### src/rtl/assert_macros.svh
// ----------------------------------------------------------------------------
// Assertion macros
// Concurrent assertion wrappers; empty when SYNTHESIS is defined.
// ----------------------------------------------------------------------------
`ifndef ASSERT_MACROS_SVH
`define ASSERT_MACROS_SVH
`ifndef SYNTHESIS
// Check prop on every rising edge of clk, off while rst is high.
`define STC_ASSERT(lbl, clk, rst, prop, msg) \
  lbl: assert property (@(posedge clk) disable iff (rst) prop) else $error(msg);
// Check prop on every rising edge of clk, reset included.
`define STC_ASSERT_ALWAYS(lbl, clk, prop, msg) \
  lbl: assert property (@(posedge clk) prop) else $error(msg);
`else
`define STC_ASSERT(lbl, clk, rst, prop, msg)
`define STC_ASSERT_ALWAYS(lbl, clk, prop, msg)
`endif
`endif

### src/rtl/stc_pkg.sv
// ----------------------------------------------------------------------------
// stc_pkg
// Shared types, constants and helpers of the sensor compensation block.
// ----------------------------------------------------------------------------
`default_nettype none

package stc_pkg;

  localparam int STC_QUEUE_DEPTH = 2;

  typedef struct packed {
    logic [19:0] temp_raw;
    logic [19:0] press_raw;
    logic [15:0] hum_raw;
  } in_item_t;

  typedef struct packed {
    logic signed [23:0] temp_centi;
    logic [31:0]        press_q24_8;
    logic [16:0]        hum_q22_10;
    logic               status;
  } out_item_t;

  typedef struct packed {
    logic [47:0] temp;
    logic [63:0] press_low;
    logic [63:0] press_high;
    logic [15:0] press_nine;
    logic [63:0] hum;
  } coeff_t;

  typedef struct packed {
    logic     valid;
    in_item_t item;
  } queue_head_t;

  function automatic logic [31:0] asr32(input logic [31:0] x, input int unsigned n);
    asr32 = $signed(x) >>> n;
  endfunction

  function automatic logic [63:0] asr64(input logic [63:0] x, input int unsigned n);
    asr64 = $signed(x) >>> n;
  endfunction

endpackage

`default_nettype wire

### src/rtl/stc_front.sv
// ----------------------------------------------------------------------------
// stc_front
// Input side: accepts raw sample beats into a short queue for the back end.
// ----------------------------------------------------------------------------
`default_nettype none

module stc_front #(
  parameter int QueueDepth = 2
) (
  input  wire                  clk,
  input  wire                  rst,
  input  wire                  in_valid,
  output logic                 in_stall,
  input  stc_pkg::in_item_t    in_data,
  output stc_pkg::queue_head_t head,
  input  wire                  pop
);
  import stc_pkg::*;

  localparam int PtrW = (QueueDepth > 1) ? $clog2(QueueDepth) : 1;
  localparam int CntW = $clog2(QueueDepth + 1);

  in_item_t        slots [QueueDepth];
  logic [PtrW-1:0] wr_ptr;
  logic [PtrW-1:0] rd_ptr;
  logic [CntW-1:0] count;
  logic            push;
  logic            take;

  assign in_stall   = (count == CntW'(QueueDepth));
  assign push       = in_valid && !in_stall;
  assign take       = pop && (count != '0);
  assign head.valid = (count != '0);
  assign head.item  = slots[rd_ptr];

  always_ff @(posedge clk) begin
    if (push) begin
      slots[wr_ptr] <= in_data;
    end
  end

  always_ff @(posedge clk) begin
    if (rst) begin
      wr_ptr <= '0;
      rd_ptr <= '0;
      count  <= '0;
    end else begin
      if (push) begin
        wr_ptr <= (wr_ptr == PtrW'(QueueDepth - 1)) ? '0 : wr_ptr + 1'b1;
      end
      if (take) begin
        rd_ptr <= (rd_ptr == PtrW'(QueueDepth - 1)) ? '0 : rd_ptr + 1'b1;
      end
      case ({push, take})
        2'b10:   count <= count + 1'b1;
        2'b01:   count <= count - 1'b1;
        default: count <= count;
      endcase
    end
  end

endmodule

`default_nettype wire

### config.mk
export PLATFORM = sky130hd
export DESIGN_NAME = stc_front
export DESIGN_NICKNAME = d
export VERILOG_FILES = /design/src/rtl/assert_macros.svh /design/src/rtl/stc_pkg.sv /design/src/rtl/stc_front.sv
export SDC_FILE = /design/constraint.sdc
export NUM_CORES = 1
export LEC_CHECK = 0
export BUFFER_PORTS_ARGS = -buffer_cell sky130_fd_sc_hd__buf_2
export CORE_MARGIN = 4
export CORE_UTILIZATION = 34
export CTS_CLUSTER_SIZE = 16
export DETAILED_ROUTE_END_ITERATION = 10
export GPL_TIMING_DRIVEN = 0
export PLACE_DENSITY = 0.57
export SLEW_MARGIN = 20
export SYNTH_ARGS = -nofsm -noshare
export SYNTH_HDL_FRONTEND = slang
export SYNTH_SLANG_ARGS = --single-unit
### constraint.sdc
create_clock -name clk -period 3.6 [get_ports clk]
set_clock_uncertainty 0.2 [all_clocks]
set_input_delay 0.36 -clock clk [delete_from_list [all_inputs] [get_ports clk]]
set_output_delay 0.36 -clock clk [all_outputs]
set_load 0.05 [all_outputs]
==> results_dict.tcl <==
set metrics [dict create \
    max_slew_headroom_at_the_worst_pin 0.710 \
    worst_path_required_time_ns 3.04 \
    ios 118 \
    finalHoldViolCount 0 \
    layoutNonFillerInstCount 575 \
    top_cells_by_area_in_the_synthesized_netlist "sky130_fd_sc_hd__edfxtp_1 (79%), sky130_fd_sc_hd__mux2_2 (15%), sky130_fd_sc_hd__dfxtp_1 (2.4%)" \
    layout_common_cells "sky130_fd_sc_hd__buf_2 (123), sky130_fd_sc_hd__edfxtp_1 (112), sky130_fd_sc_hd__dlygate4sd3_1 (57)" \
    number_of_standard_cells_after_synthesis 200 \
    grt_first_pass_wirelength_um 13500 \
    number_of_cell_rows 40 \
    drt_pre_antenna_iters 4 \
    grt_start_max_net_pins 30 \
    final_min_period_over_clock_period 0.677 \
    overflow 0 \
    timing.max_cap.violations 0 \
    drt-total-wl_um 8270 \
    initial_core_util 0.351 \
    post-route-worst-setup-slack_ns 1.16 \
    critical_path.startpoint_type "flip-flop" \
    die_x_um 120 \
    worstMarginPinSlew_ns 0.434 \
    synthesis.nets 261 \
    timing.final.setup_violations 0 \
    status "finished clean" \
    cts_buffers 17 \
    synthesis.area_um2 4250 \
    clock_insertion_delay_worst_skew_ns 0.39 \
    post_route_cells_drive_above_1_share 0.509 \
    cts.htree.levels 4 \
    netSwitchingPower_w 0.00180 \
    fmaxAchievable_ghz 0.410 \
    power.share.combinational 0.349 \
    irDropWorstVdd_mv 0.592 \
    cts_num_sinks 117 \
    min-delay-path-class "input pin to flip-flop" \
    flow.area_growth_from_synthesis_pct 45.8 \
    whs_ns 0.182 \
    seqPwrFrac 0.351 \
    post-cts-setup-buffer-count 0 \
    clkTransAtPathRegs_ns 0.05 \
    final.setup.tns_ns 0 \
    mostFrequentLayoutCell "sky130_fd_sc_hd__buf_2" \
    vias 2466 \
    route.detailed.vias_per_inst 4.29 \
    cellPowerDensity_nw_per_um2 814 \
    place_ws_ns 1.47 \
    design.die.area_um2 14400 \
    die_height_um 120 \
    avgSynthCellArea_um2 21.3 \
    cell_internal_pwr_w 0.00325 \
    gr-usage-all-layers 0.124 \
    core_area_um2 12100 \
    cts_tree "done" \
    sequential_fraction_of_the_synthesis_area 0.815 \
    routedWlPerCell_um 14.4 \
    cell_taking_the_most_area_after_synthesis "sky130_fd_sc_hd__edfxtp_1" \
    detailed_place_hpwl_um 5250 \
    root_buffer "sky130_fd_sc_hd__clkbuf_16" \
    yosysWarnings 0 \
    switching_share 0.357 \
    post_cts.resized_instances 0 \
    regToRegSetupSlack_ns 1.49 \
    portBuffers 117 \
    drt_antenna_net_count 0 \
    gpl.final_weighted_congestion 0.694 \
    layout_min_cycle_time_ns 2.44 \
    finalNetCount 456 \
    arrival_ns 1.88 \
    detail_route.drc_violations 0 \
    yosys.cell_types.count 18 \
    slew_viol_final 0 \
    cellLeakagePower_nw 2.36 \
    rsz0062_at_grt "false" \
    num_antenna_cells 0 \
    first_global_vias 2693 \
    synth_largest_type_area_fraction 0.791 \
    post_synthesis_sequential_element_count 117 \
    dp_cells 487 \
    setup.worst_path.class "flip-flop to output pin" \
    clock_tree.buffer_depth 2 \
    setup.worst_path.end_class "output pin" \
    crit_path_max_fanout 10 \
    first_iter_violations 123 \
    clockPowerShare 0.300 \
    grt_antenna_before_repair 0 \
]
routing by layer:
metal  part of all wire  global-route usage  vias up
li1                   -                   -     1178
met2               0.50               0.198       71
met3              0.052              0.0434       11
met1               0.43               0.151     1206
met4              0.016              0.0601        0
met5                  0                   0        -
critical path, stage by stage, from the launching register on:
cell	delay (ns)
sky130_fd_sc_hd__dfxtp_1	0.31
sky130_fd_sc_hd__buf_2	0.26
sky130_fd_sc_hd__buf_2	0.31
sky130_fd_sc_hd__mux2_2	0.38
sky130_fd_sc_hd__buf_2	0.22
synthesized netlist by cell type:
master / number
sky130_fd_sc_hd__mux2_2: 56
sky130_fd_sc_hd__or3_1: 2
sky130_fd_sc_hd__o21a_1: 1
sky130_fd_sc_hd__buf_2: 6
sky130_fd_sc_hd__inv_2: 1
sky130_fd_sc_hd__or2_2: 1
sky130_fd_sc_hd__nor2_1: 3
sky130_fd_sc_hd__nand2b_2: 1
sky130_fd_sc_hd__edfxtp_1: 112
sky130_fd_sc_hd__ha_1: 1
sky130_fd_sc_hd__and3_1: 1
sky130_fd_sc_hd__xnor2_1: 2
sky130_fd_sc_hd__o21ai_0: 2
sky130_fd_sc_hd__xor2_1: 1
sky130_fd_sc_hd__a21oi_1: 2
sky130_fd_sc_hd__dfxtp_1: 5
sky130_fd_sc_hd__inv_1: 2
sky130_fd_sc_hd__nand2_1: 1
metrics by stage:
stage	instance area, um2	total power [W]	util
floorplan	4250	0.00314	-
global placement	5050	0.00351	0.417
detailed placement	5090	0.00354	0.421
CTS	6200	0.00513	0.512
global route	6200	0.00528	0.512
finish	6200	0.00505	0.512
cell type report:
type / instances / area, um2
repair buffers: 176 / 1200
inverters: 3 / 13.8
multi-input cells: 74 / 751
well taps: 168 / 210
clock buffers: 24 / 452
clock inverters: 7 / 81.3
flip-flops and latches: 117 / 3460
fillers: 1063 / 5910
plain buffers: 6 / 30.0
power by group through the flow:
stage	combinational [W]	sequential, W	clock (W)
CTS	0.00179	0.00177	0.00156
global route	0.00186	0.00179	0.00163
detailed placement	0.00174	0.00180	0
global placement	0.00171	0.00181	0
floorplan	0.00135	0.00179	0
finish	0.00176	0.00177	0.00151
registers in the layout, summed over array words and instances, names as in the netlist, named ones only:
| register | flops |
|---|---|
| slots | 112 |
| rd_ptr | 1 |
| count | 2 |
| wr_ptr | 1 |
timing repair:
action	in CTS	in global routing
endpoints found under the setup margin	0	0
endpoints found under the hold margin	117	0
hold buffers	57	0
kinds of logic after synthesis:
logic type	Yosys count	share of synthesized area
DFF	117	0.815
muxes	56	0.148
buffers and inverters	9	0.00971
and+or+nand+nor	9	0.0115
AOI/OAI and AO/OA	5	0.00648
xor gates and xnor gates	3	0.00618
adders and majority gates	1	0.00294
path summary, 6_finish.rpt:
path | start | to | cells after the start
max reg2reg | count[0] | slots[0][21] | 5
min | in_valid | wr_ptr | 4
min reg2reg | wr_ptr | wr_ptr | 2
max | flip-flop | head[18] | 4
(Power assumes the default switching activity.)
